--- src/rtl/ssq_pkg.sv ---
`default_nettype none
// ----------------------------------------------------------------------------
// ssq_pkg
// Shared types and constants for the sorted sleep queue.
// ----------------------------------------------------------------------------
package ssq_pkg;

    localparam int QUEUE_DEPTH = 16;
    localparam int ID_WIDTH    = 16;
    localparam int TIME_WIDTH  = 32;
    localparam int CNT_W       = $clog2(QUEUE_DEPTH + 1);
    localparam int OCC_W       = 5;

    localparam logic KIND_INSERT = 1'b0;
    localparam logic KIND_POP    = 1'b1;

    localparam logic [1:0] ST_INSERTED = 2'd0;
    localparam logic [1:0] ST_FULL     = 2'd1;
    localparam logic [1:0] ST_POPPED   = 2'd2;
    localparam logic [1:0] ST_EMPTY    = 2'd3;

    typedef struct packed {
        logic                  kind;
        logic [ID_WIDTH-1:0]   thread_id;
        logic [TIME_WIDTH-1:0] wake_time;
    } t_in_word;

    typedef struct packed {
        logic [1:0]            status;
        logic [ID_WIDTH-1:0]   popped_thread;
        logic [TIME_WIDTH-1:0] popped_time;
        logic [OCC_W-1:0]      occupancy;
    } t_out_word;

    // broadcast from the control to every cell
    typedef struct packed {
        logic                  shift_in;
        logic                  shift_out;
        logic [ID_WIDTH-1:0]   new_id;
        logic [TIME_WIDTH-1:0] new_time;
    } t_cell_ctl;

endpackage
`default_nettype wire

--- src/rtl/ssq_cell.sv ---
`default_nettype none
// ----------------------------------------------------------------------------
// ssq_cell
// One slot of the queue: holds an entry, compares it with the key being
// inserted, and shifts toward the tail on insert or toward the head on pop.
// ----------------------------------------------------------------------------
module ssq_cell (
    input  wire logic                            i_clk,
    input  wire ssq_pkg::t_cell_ctl              i_ctl,
    input  wire logic                            i_occupied,
    input  wire logic                            i_left_keep,
    input  wire logic [ssq_pkg::ID_WIDTH-1:0]    i_left_id,
    input  wire logic [ssq_pkg::TIME_WIDTH-1:0]  i_left_time,
    input  wire logic [ssq_pkg::ID_WIDTH-1:0]    i_right_id,
    input  wire logic [ssq_pkg::TIME_WIDTH-1:0]  i_right_time,
    output logic                                 o_keep,
    output logic [ssq_pkg::ID_WIDTH-1:0]         o_id,
    output logic [ssq_pkg::TIME_WIDTH-1:0]       o_time
);
    import ssq_pkg::*;

    logic [ID_WIDTH-1:0]   r_id;
    logic [TIME_WIDTH-1:0] r_time;
    logic [ID_WIDTH-1:0]   n_id;
    logic [TIME_WIDTH-1:0] n_time;

    assign o_keep = i_occupied && (r_time <= i_ctl.new_time);
    assign o_id   = r_id;
    assign o_time = r_time;

    always_comb begin
        n_id   = r_id;
        n_time = r_time;
        if (i_ctl.shift_in && !o_keep) begin
            if (i_left_keep) begin
                n_id   = i_ctl.new_id;
                n_time = i_ctl.new_time;
            end else begin
                n_id   = i_left_id;
                n_time = i_left_time;
            end
        end else if (i_ctl.shift_out) begin
            n_id   = i_right_id;
            n_time = i_right_time;
        end
    end

    always_ff @(posedge i_clk) begin
        r_id   <= n_id;
        r_time <= n_time;
    end

endmodule
`default_nettype wire

--- src/rtl/sorted_sleep_queue.sv ---
`default_nettype none
// ----------------------------------------------------------------------------
// sorted_sleep_queue
// Sleep queue of (thread id, wake time) entries kept in ascending wake time.
//
// Input channel i_in_*: a word is taken when i_in_valid is high and
// o_in_stall is low. kind selects insert or pop of the head entry.
// Output channel o_out_*: exactly one result word per input word, in order,
// held until i_out_stall is low with o_out_valid high.
// Storage is a row of QUEUE_DEPTH cells; every cell compares its key with
// the new key at once and shifts one place. The result is registered in
// the cycle after the word is taken; one word per cycle is taken while
// o_in_stall is low. The output register is the only buffer: while a result
// waits under i_out_stall, o_in_stall is raised.
// Equal wake times leave in arrival order. Insert into a full queue gives
// status full, pop of an empty queue gives status empty with zero payload.
// Reset (i_rst_n low, synchronous) empties the queue and clears the output
// valid; entry contents are not cleared.
// ----------------------------------------------------------------------------
module sorted_sleep_queue (
    input  wire logic               i_clk,
    input  wire logic               i_rst_n,
    input  wire logic               i_in_valid,
    output logic                    o_in_stall,
    input  wire ssq_pkg::t_in_word  i_in_word,
    output logic                    o_out_valid,
    input  wire logic               i_out_stall,
    output ssq_pkg::t_out_word      o_out_word
);
    import ssq_pkg::*;

    logic                  r_out_valid;
    t_out_word             r_out_word;
    logic [CNT_W-1:0]      r_count;
    logic [CNT_W-1:0]      n_count;
    t_out_word             n_out_word;
    logic                  w_take;
    logic                  w_full;
    logic                  w_empty;
    t_cell_ctl             w_ctl;

    logic [QUEUE_DEPTH-1:0] w_keep;
    logic [QUEUE_DEPTH-1:0] w_occ;
    logic [ID_WIDTH-1:0]    w_id   [QUEUE_DEPTH];
    logic [TIME_WIDTH-1:0]  w_time [QUEUE_DEPTH];
    logic [QUEUE_DEPTH-1:0] w_order_ok;

    assign o_in_stall  = r_out_valid && i_out_stall;
    assign w_take      = i_in_valid && !o_in_stall;
    assign w_full      = (r_count == CNT_W'(QUEUE_DEPTH));
    assign w_empty     = (r_count == '0);
    assign o_out_valid = r_out_valid;
    assign o_out_word  = r_out_word;

    always_comb begin
        w_ctl.shift_in  = w_take && (i_in_word.kind == KIND_INSERT) && !w_full;
        w_ctl.shift_out = w_take && (i_in_word.kind == KIND_POP) && !w_empty;
        w_ctl.new_id    = i_in_word.thread_id;
        w_ctl.new_time  = i_in_word.wake_time;
    end

    for (genvar g = 0; g < QUEUE_DEPTH; g++) begin : g_cell
        logic                  w_lkeep;
        logic [ID_WIDTH-1:0]   w_lid;
        logic [TIME_WIDTH-1:0] w_ltime;
        logic [ID_WIDTH-1:0]   w_rid;
        logic [TIME_WIDTH-1:0] w_rtime;

        assign w_occ[g] = (r_count > CNT_W'(g));

        if (g == 0) begin : g_head
            assign w_lkeep = 1'b1;
            assign w_lid   = w_id[0];
            assign w_ltime = w_time[0];
        end else begin : g_body
            assign w_lkeep = w_keep[g-1];
            assign w_lid   = w_id[g-1];
            assign w_ltime = w_time[g-1];
        end

        if (g == QUEUE_DEPTH - 1) begin : g_tail
            assign w_rid   = w_id[g];
            assign w_rtime = w_time[g];
            assign w_order_ok[g] = 1'b1;
        end else begin : g_mid
            assign w_rid   = w_id[g+1];
            assign w_rtime = w_time[g+1];
            assign w_order_ok[g] = !w_occ[g+1] || (w_time[g] <= w_time[g+1]);
        end

        ssq_cell u_cell (
            .i_clk        (i_clk),
            .i_ctl        (w_ctl),
            .i_occupied   (w_occ[g]),
            .i_left_keep  (w_lkeep),
            .i_left_id    (w_lid),
            .i_left_time  (w_ltime),
            .i_right_id   (w_rid),
            .i_right_time (w_rtime),
            .o_keep       (w_keep[g]),
            .o_id         (w_id[g]),
            .o_time       (w_time[g])
        );
    end

    always_comb begin
        n_count                  = r_count;
        n_out_word.status        = ST_INSERTED;
        n_out_word.popped_thread = '0;
        n_out_word.popped_time   = '0;
        if (i_in_word.kind == KIND_INSERT) begin
            if (w_full) begin
                n_out_word.status = ST_FULL;
            end else begin
                n_count = r_count + CNT_W'(1);
            end
        end else begin
            if (w_empty) begin
                n_out_word.status = ST_EMPTY;
            end else begin
                n_out_word.status        = ST_POPPED;
                n_out_word.popped_thread = w_id[0];
                n_out_word.popped_time   = w_time[0];
                n_count                  = r_count - CNT_W'(1);
            end
        end
        n_out_word.occupancy = OCC_W'(n_count);
    end

    always_ff @(posedge i_clk) begin
        if (!i_rst_n) begin
            r_count     <= '0;
            r_out_valid <= 1'b0;
        end else begin
            if (w_take) begin
                r_count     <= n_count;
                r_out_valid <= 1'b1;
            end else if (!i_out_stall) begin
                r_out_valid <= 1'b0;
            end
        end
    end

    always_ff @(posedge i_clk) begin
        if (w_take) begin
            r_out_word <= n_out_word;
        end
    end

    a_count_range : assert property (@(posedge i_clk) disable iff (!i_rst_n)
        r_count <= CNT_W'(QUEUE_DEPTH))
        else $error("entry count beyond depth");

    a_sorted : assert property (@(posedge i_clk) disable iff (!i_rst_n)
        &w_order_ok)
        else $error("held entries out of order");

    a_pop_head : assert property (@(posedge i_clk) disable iff (!i_rst_n)
        (w_take && i_in_word.kind == KIND_POP && !w_empty) |=>
        (r_out_word.status == ST_POPPED && r_out_word.popped_time == $past(w_time[0])
         && r_count == $past(r_count) - CNT_W'(1)))
        else $error("pop did not return the head");

    a_insert_count : assert property (@(posedge i_clk) disable iff (!i_rst_n)
        (w_take && i_in_word.kind == KIND_INSERT && !w_full) |=>
        (r_count == $past(r_count) + CNT_W'(1) && r_out_word.status == ST_INSERTED))
        else $error("insert did not grow the queue");

endmodule
`default_nettype wire
--- config.mk ---
export PLATFORM = sky130hd
export DESIGN_NAME = sorted_sleep_queue
export DESIGN_NICKNAME = d
export VERILOG_FILES = /design/src/rtl/ssq_pkg.sv /design/src/rtl/ssq_cell.sv /design/src/rtl/sorted_sleep_queue.sv
export SDC_FILE = /design/constraint.sdc
export NUM_CORES = 2
export LEC_CHECK = 0
export ABC_AREA = 1
export BUFFER_PORTS_ARGS = -buffer_cell sky130_fd_sc_hd__buf_2
export CORE_UTILIZATION = 28
export DETAILED_ROUTE_END_ITERATION = 10
export PLACE_DENSITY = 0.38
export SLEW_MARGIN = 20
export SYNTH_ARGS = -nofsm -noshare
export SYNTH_HDL_FRONTEND = slang
export SYNTH_SLANG_ARGS = --single-unit
--- constraint.sdc ---
create_clock -name i_clk -period 6.7 [get_ports i_clk]
set_input_delay 0 -clock i_clk [delete_from_list [all_inputs] [get_ports i_clk]]
set_output_delay 0 -clock i_clk [all_outputs]
set_load 0.005 [all_outputs]
; After elaboration in Yosys (flattened, before gate mapping)
; Index checks and enable logic that the tools add are counted.
[word_totals]
regBits = 829
output_inout_bits = 57
elab_cells = 247
[classes]
add_sub_neg = 2
n_lt_le_gt_ge = 32
eq_ne = 2
n_mux = 98
bitwise_logic = 1
n_reduce_logical = 74
[op_table]
columns = operator, count
row1 = $mux 32, 45
row2 = $mux 16, 45
row3 = $le 32x32->1, 16
row4 = $gt 5x4->1 const B, 8
row5 = $logic_and 1x1->1, 38
row6 = $reduce_bool 2->1, 15
row7 = $gt 5x3->1 const B, 4
row8 = $logic_not 1->1, 19
row9 = $mux 5, 3
row10 = $gt 5x1->1 const B, 2
row11 = $gt 5x2->1 const B, 2
row12 = $add 5x1->5 const B, 1
row13 = $eq 5x5->1 const B, 1
row14 = $logic_not 5->1, 1
row15 = $sub 5x1->5 const B, 1
row16 = $mux 1, 4
row17 = $mux 2, 1
row18 = $ne 2x1->1 const B, 1
row19 = $reduce_or 2->1, 1
row20 = $not 1->1, 1

; Logic depth before layout (Yosys ltp)
[logic_depth]
ltp_word = 7
ltp_mapped = 21
mapped_depth_nobuf = 19

; Modules after synthesis
; A second synthesis with hierarchy kept.
[hier_totals]
cells_unflattened = 7391
area_unflattened_um2 = 58972.8
[modules_own_cells]
columns = module, instances, cells_each, area_per_inst_um2, seq_area_each_um2
row1 = ssq_cell (g_cell[0].u_cell ...), 15, 444, 3509.6, 1441.4
row2 = ssq_cell (g_cell[15].u_cell), 1, 443, 3510.9, 1441.4
row3 = sorted_sleep_queue, 1, 288, 2817.7, 1771.7

; Worst setup path before layout
; No wires, ideal clock.
[synth_path]
path_kind = flip-flop to flip-flop
start = reg r_out_valid (netlist: o_out_valid)
end = reg g_cell[15].u_cell.r_id[0] (enable)
setup_ns = 0.470
arrival_time_ns = 5.537
slack_ns = 0.694
path_stages_with_launch = 6
path_buffers = 0
synth_period_minus_slack_ns = 6.006
path_cell_list = dfxtp_1 nand2_1 inv_1 nor2_1 nand2_2 a21oi_1
[synth_via]
elab_chain_cells = 6
[synth_rtl]
columns = item, line_no
row1 = start: declaration, sorted_sleep_queue.sv:32  ; logic r_out_valid;
row2 = start signal: assignment, sorted_sleep_queue.sv:133  ; r_out_valid <= 1'b0;
row3 = start signal: assignment, sorted_sleep_queue.sv:137  ; r_out_valid <= 1'b1;
row4 = start signal: assignment, sorted_sleep_queue.sv:139  ; r_out_valid <= 1'b0;
row5 = $logic_and 1x1->1, sorted_sleep_queue.sv:48  ; assign o_in_stall = r_out_valid && i_out_stall;
row6 = via o_in_stall, sorted_sleep_queue.sv:24  ; output logic o_in_stall,
row7 = $logic_not 1->1, sorted_sleep_queue.sv:49  ; assign w_take = i_in_valid && !o_in_stall;
row8 = $logic_and 1x1->1, sorted_sleep_queue.sv:49
row9 = via w_take, sorted_sleep_queue.sv:37  ; logic w_take;
row10 = $logic_and 1x1->1 (2 in a row), sorted_sleep_queue.sv:56  ; w_ctl.shift_in = w_take && (i_in_word.kind == KIND_INSERT) && !w_full;
row11 = $logic_and 1x1->1, ssq_cell.sv:34  ; if (i_ctl.shift_in && !o_keep) begin
row12 = end signal: assignment, ssq_cell.sv:49  ; r_id <= n_id;
row13 = end: declaration, ssq_cell.sv:22  ; logic [ID_WIDTH-1:0] r_id;
; The timed path passes the listed nets, and every way through them passes these cells.
; A chain may end at the register's enable or synchronous reset.

; Worst setup path after layout
[layout_path]
start = in i_in_word[30] in the netlist's numbering
end = reg g_cell[7].u_cell.r_time[26] (enable)
[layout_via]
elab_chain_cells = 5
[layout_rtl]
columns = item, line_no
row1 = start: declaration, sorted_sleep_queue.sv:25  ; input wire ssq_pkg::t_in_word i_in_word,
row2 = $le 32x32->1, ssq_cell.sv:27  ; assign o_keep = i_occupied && (r_time <= i_ctl.new_time);
row3 = $logic_and 1x1->1, ssq_cell.sv:27
row4 = $logic_not 1->1, ssq_cell.sv:34
row5 = $logic_and 1x1->1, ssq_cell.sv:34
row6 = $reduce_bool 2->1 (no source line), --
row7 = end signal: assignment, ssq_cell.sv:50  ; r_time <= n_time;
row8 = end: declaration, ssq_cell.sv:23  ; logic [TIME_WIDTH-1:0] r_time;
; Every way passes these cells.

==> results.py <==
metrics = {
    "run_status": {
        "status": "finished, final reports clean",
    },
    "placed_design": {
        "placement.cell_area_sq_um": 59900,
        "gp_congestion": 0.816,
        "dpl.cell_count": 10015,
        "io_buffer_count": 109,
        "pre_cts_slack_ns": 1.30,
        "dp.final_hpwl_mm": 161,
    },
    "final_layout": {
        "final_cells": 10263,
        "final_layout_size_suffix_gt1_share_pct": 6.07,
        "num-nets-final": 8090,
        "fin_area_sq_um": 63600,
        "utilization_pct": 31.8,
        "syn2layout_area_growth_pct": 12.4,
    },
    "global_routing": {
        "gr-total-overflow": 0,
        "grt_pass1_vias": 48516,
        "grt_use_total_pct": 21.1,
        "grt_max_degree": 65,
        "antenna_found_initial": 8,
        "grt_pass1_wl_mm": 328,
    },
    "routing": {
        "dr.pass1.iters": 7,
        "antenna_left": 0,
        "wl_per_cell_um": 21.3,
        "dr.first_iter.drc_count": 3846,
        "drcViolationCount": 0,
        "wirelength_mm": 218,
        "num_vias": 48835,
        "viasPerCell": 4.76,
    },
    "floorplan": {
        "core_area_sq_um": 200000,
        "pin_count": 110,
        "die-area_sq_um": 204000,
        "rows": 164,
        "initial_core_util_pct": 28.3,
        "die_h_um": 452,
        "die_w_um": 452,
    },
    "yosys": {
        "syn_area_sq_um": 56600,
        "synthArstFlopShare_pct": 0,
        "ys_warn_count": 0,
        "synth_edf_count": 823,
        "yosysSeqAreaShare_pct": 43.9,
        "ys_types": 38,
        "synth_cells": 7542,
        "yosys.area.top_type": "edfxtp_1",
        "syn-num-nets": 8112,
        "yosys-top-cells-area": "edfxtp_1 44%, nand2_1 27%, ha_1 11%",
        "ys_ff_latch": 829,
        "synth_area_per_cell_sq_um": 7.51,
        "synth_flop_cell": "edfxtp_1",
        "yosysTopAreaCellShare_pct": 43.7,
    },
    "clock_tree": {
        "cts_inserted_buffers": 109,
        "htreeDepth": 3,
        "root_buffer": "clkbuf_16",
        "cts_buffer_depth": 3,
        "post_cts_buffers": 0,
        "clk_latency_ns": 0.74,
        "cts.reportedPaths.clkPinSlew_ns": 0.06,
        "cts_num_sinks": 829,
        "tritoncts": "built",
    },
    "power": {
        "internal_power_mw": 11.2,
        "p_leak_nw": 30.8,
        "power_frac_comb_pct": 27.5,
        "finalPower_mw": 17.7,
        "pwr_density_cell_nw_per_um2": 278,
        "power.share.switching_pct": 36.4,
        "seqPwrFrac_pct": 40.6,
        "p_switching_mw": 6.43,
        "max-vdd-ir-drop_mv": 0.194,
        "clockPowerShare_pct": 32.0,
    },
    "timing": {
        "skew_ns": 0.0332,
        "hold_ws_ns": 0.0535,
        "fin_crit_ns": 5.01,
        "max_freq_mhz": 200,
        "worst_slew_pin_slew_ns": 1.08,
        "min_period_over_period_pct": 74.8,
        "fin_setup_tns_ns": 0,
        "fin_ws_ns": 1.69,
        "setup_viol": 0,
        "hold_viol": 0,
        "rsz0062_at_grt": "no",
        "timing.final.max_slew_violations": 0,
        "maxSlewHeadroom_pct": 27.6,
    },
    "critical_path": {
        "setup.worst_path.end_class": "flop",
        "r2r_slack_ns": 2.06,
        "cp.arrival_ns": 5.39,
        "worstPathMaxFanout": 50,
        "required_ns": 7.08,
        "reg2reg_depth": 10,
        "crit_family": "simple AND/OR/NAND/NOR gates",
        "critical_path_class": "in -> reg",
        "worst_path_max_delay_cell": "nand2_2",
        "reg2reg_from": "r_count[1]$_SDFFE_PN0P_",
        "crit_chain": "dlygate4sd3_1 > buf_2 > inv_1 > ha_1 > nand2_1 > nor2_1 > nand2_1 > nor2_1 > nand2_1 > nand2_1 > nand2_1 > nand2_1 > buf_4 > nand2_2 > nand2_2 > buf_4",
        "reg2reg_to": "g_cell[7].u_cell.o_time[26]$_DFFE_PP_",
        "worstSetupStartpointType": "input port",
        "slowest_delay_ns": 0.73,
        "path_buf_inv": 5,
        "crit_top_cell": "nand2_1",
    },
    "worst_hold_path": {
        "min_to": "g_cell[3].u_cell.o_time[1]$_DFFE_PP_",
        "hold_depth": 5,
        "hp-class": "in -> reg",
        "min_from": "i_in_word[1]",
    },
    "run": {
        "maxCapViolations": 0,
    },
}
-- layer usage --
metal | vias up | share of wire [%] | routed length, um | global-route usage (%)
li1 | 24662 | - | - | -
met3 | 165 | 5.1 | 11100 | 2.55
met4 | 0 | 1.6 | 3450 | 4.19
met5 | - | 0 | 0 | 0
met1 | 22812 | 49 | 107000 | 30.4
met2 | 1196 | 44 | 96400 | 33.6
-- area by class of cell --
| cell class | instances | area, sq um |
|---|---|---|
| well taps | 2656 | 3320 |
| diodes | 2 | 5.00 |
| flip-flops and latches | 829 | 24800 |
| repair buffers | 294 | 2130 |
| clock buffers | 139 | 2880 |
| inverters | 267 | 1000 |
| multi-input cells | 6019 | 29100 |
| clock inverters | 57 | 368 |
| fillers | 21728 | 137000 |
-- worst register-to-register path, cell delays in order (launching register included) --
cell and delay [ns]:
dfxtp_1 0.49, inv_1 0.22, ha_1 0.28, nand3_1 0.14
nand2_1 0.08, inv_2 0.09, nand2_2 0.21, inv_2 0.77
nand2_2 0.85, nand2_2 0.65, buf_4 0.49
-- worst max path at each step --
stage / from / slack (ns) / cells after the start / end
after floorplan: o_out_valid$_SDFFE_PN0P_ / 0.69 / 5 / g_cell[15].u_cell.o_id[0]$_DFFE_PP_
after global placement: i_in_word[30] / 1.33 / 15 / g_cell[7].u_cell.o_time[26]$_DFFE_PP_
after detailed placement: i_in_word[30] / 1.30 / 15 / g_cell[7].u_cell.o_id[15]$_DFFE_PP_
after CTS: i_in_word[30] / 1.57 / 16 / g_cell[7].u_cell.o_id[10]$_DFFE_PP_
after global routing: i_in_word[30] / 1.22 / 16 / g_cell[7].u_cell.o_id[10]$_DFFE_PP_
final: i_in_word[30] / 1.69 / 16 / g_cell[7].u_cell.o_time[26]$_DFFE_PP_
-- layout by cell type, fill, tap and decap left out, types with 3 or more instances in the layout --
cell and instances:
a21o_1 21, a21oi_1 228, a21oi_4 3, buf_12 6, buf_2 109, buf_4 129, bufinv_16 4, clkbuf_1 28
clkbuf_16 111, clkinv_1 38, clkinv_2 9, dfxtp_1 6, dlygate4sd3_1 50, edfxtp_1 823, ha_1 517, inv_1 245
inv_2 20, inv_6 5, nand2_1 4044, nand2_2 47, nand2_4 3, nand3_1 707, nand4_1 39, nor2_1 221
nor2_4 3, nor3_1 4, o21a_1 19, o21ai_0 140, o21ai_4 5
-- flip-flops by register name, indices dropped and copies added, names as in the netlist --
signal,cells
g_cell.u_cell.o_time,512
g_cell.u_cell.o_id,256
o_out_word,55
r_count,5
o_out_valid,1
-- power groups by stage --
stage	Combinational (mW)	Clock, mW	Sequential, mW
6_report	4.85	5.65	7.17
3_3_place_gp	4.85	0	7.27
5_1_grt	5.52	5.97	7.24
4_1_cts	4.90	5.84	7.16
2_1_floorplan	3.26	0	7.05
3_5_place_dp	4.87	0	7.27
-- kinds of logic (layout without fill, tap and decap cells) --
logic type      Yosys count  in the layout  share of synthesized area [%]
flops                   829            829                           43.9
simple gates           5073           5073                           35.5
buf+inv                 694            757                           5.16
fa+ha+maj               517            517                           11.4
xor+xnor                  2              2                         0.0309
compound gates          427            427                           4.04
other cells               0              2                              0
-- synthesized netlist by cell type (4+ instances only) --
cell	n
nor2_1	222
buf_4	31
buf_2	148
o21ai_0	140
inv_1	247
buf_1	20
clkbuf_1	226
o21a_1	19
edfxtp_1	823
ha_1	517
nand4_1	39
nor3_1	5
nand2_1	4084
a21oi_1	230
nand3_1	707
a21o_1	21
inv_2	19
o21ai_1	4
nand2_2	10
dfxtp_1	6
-- timing repair --
action	CTS	global route
gates resized for setup	0	0
hold buffers	50	0
setup endpoints to repair	0	0
hold endpoints to repair	559	0
(Power assumes the default switching activity.)
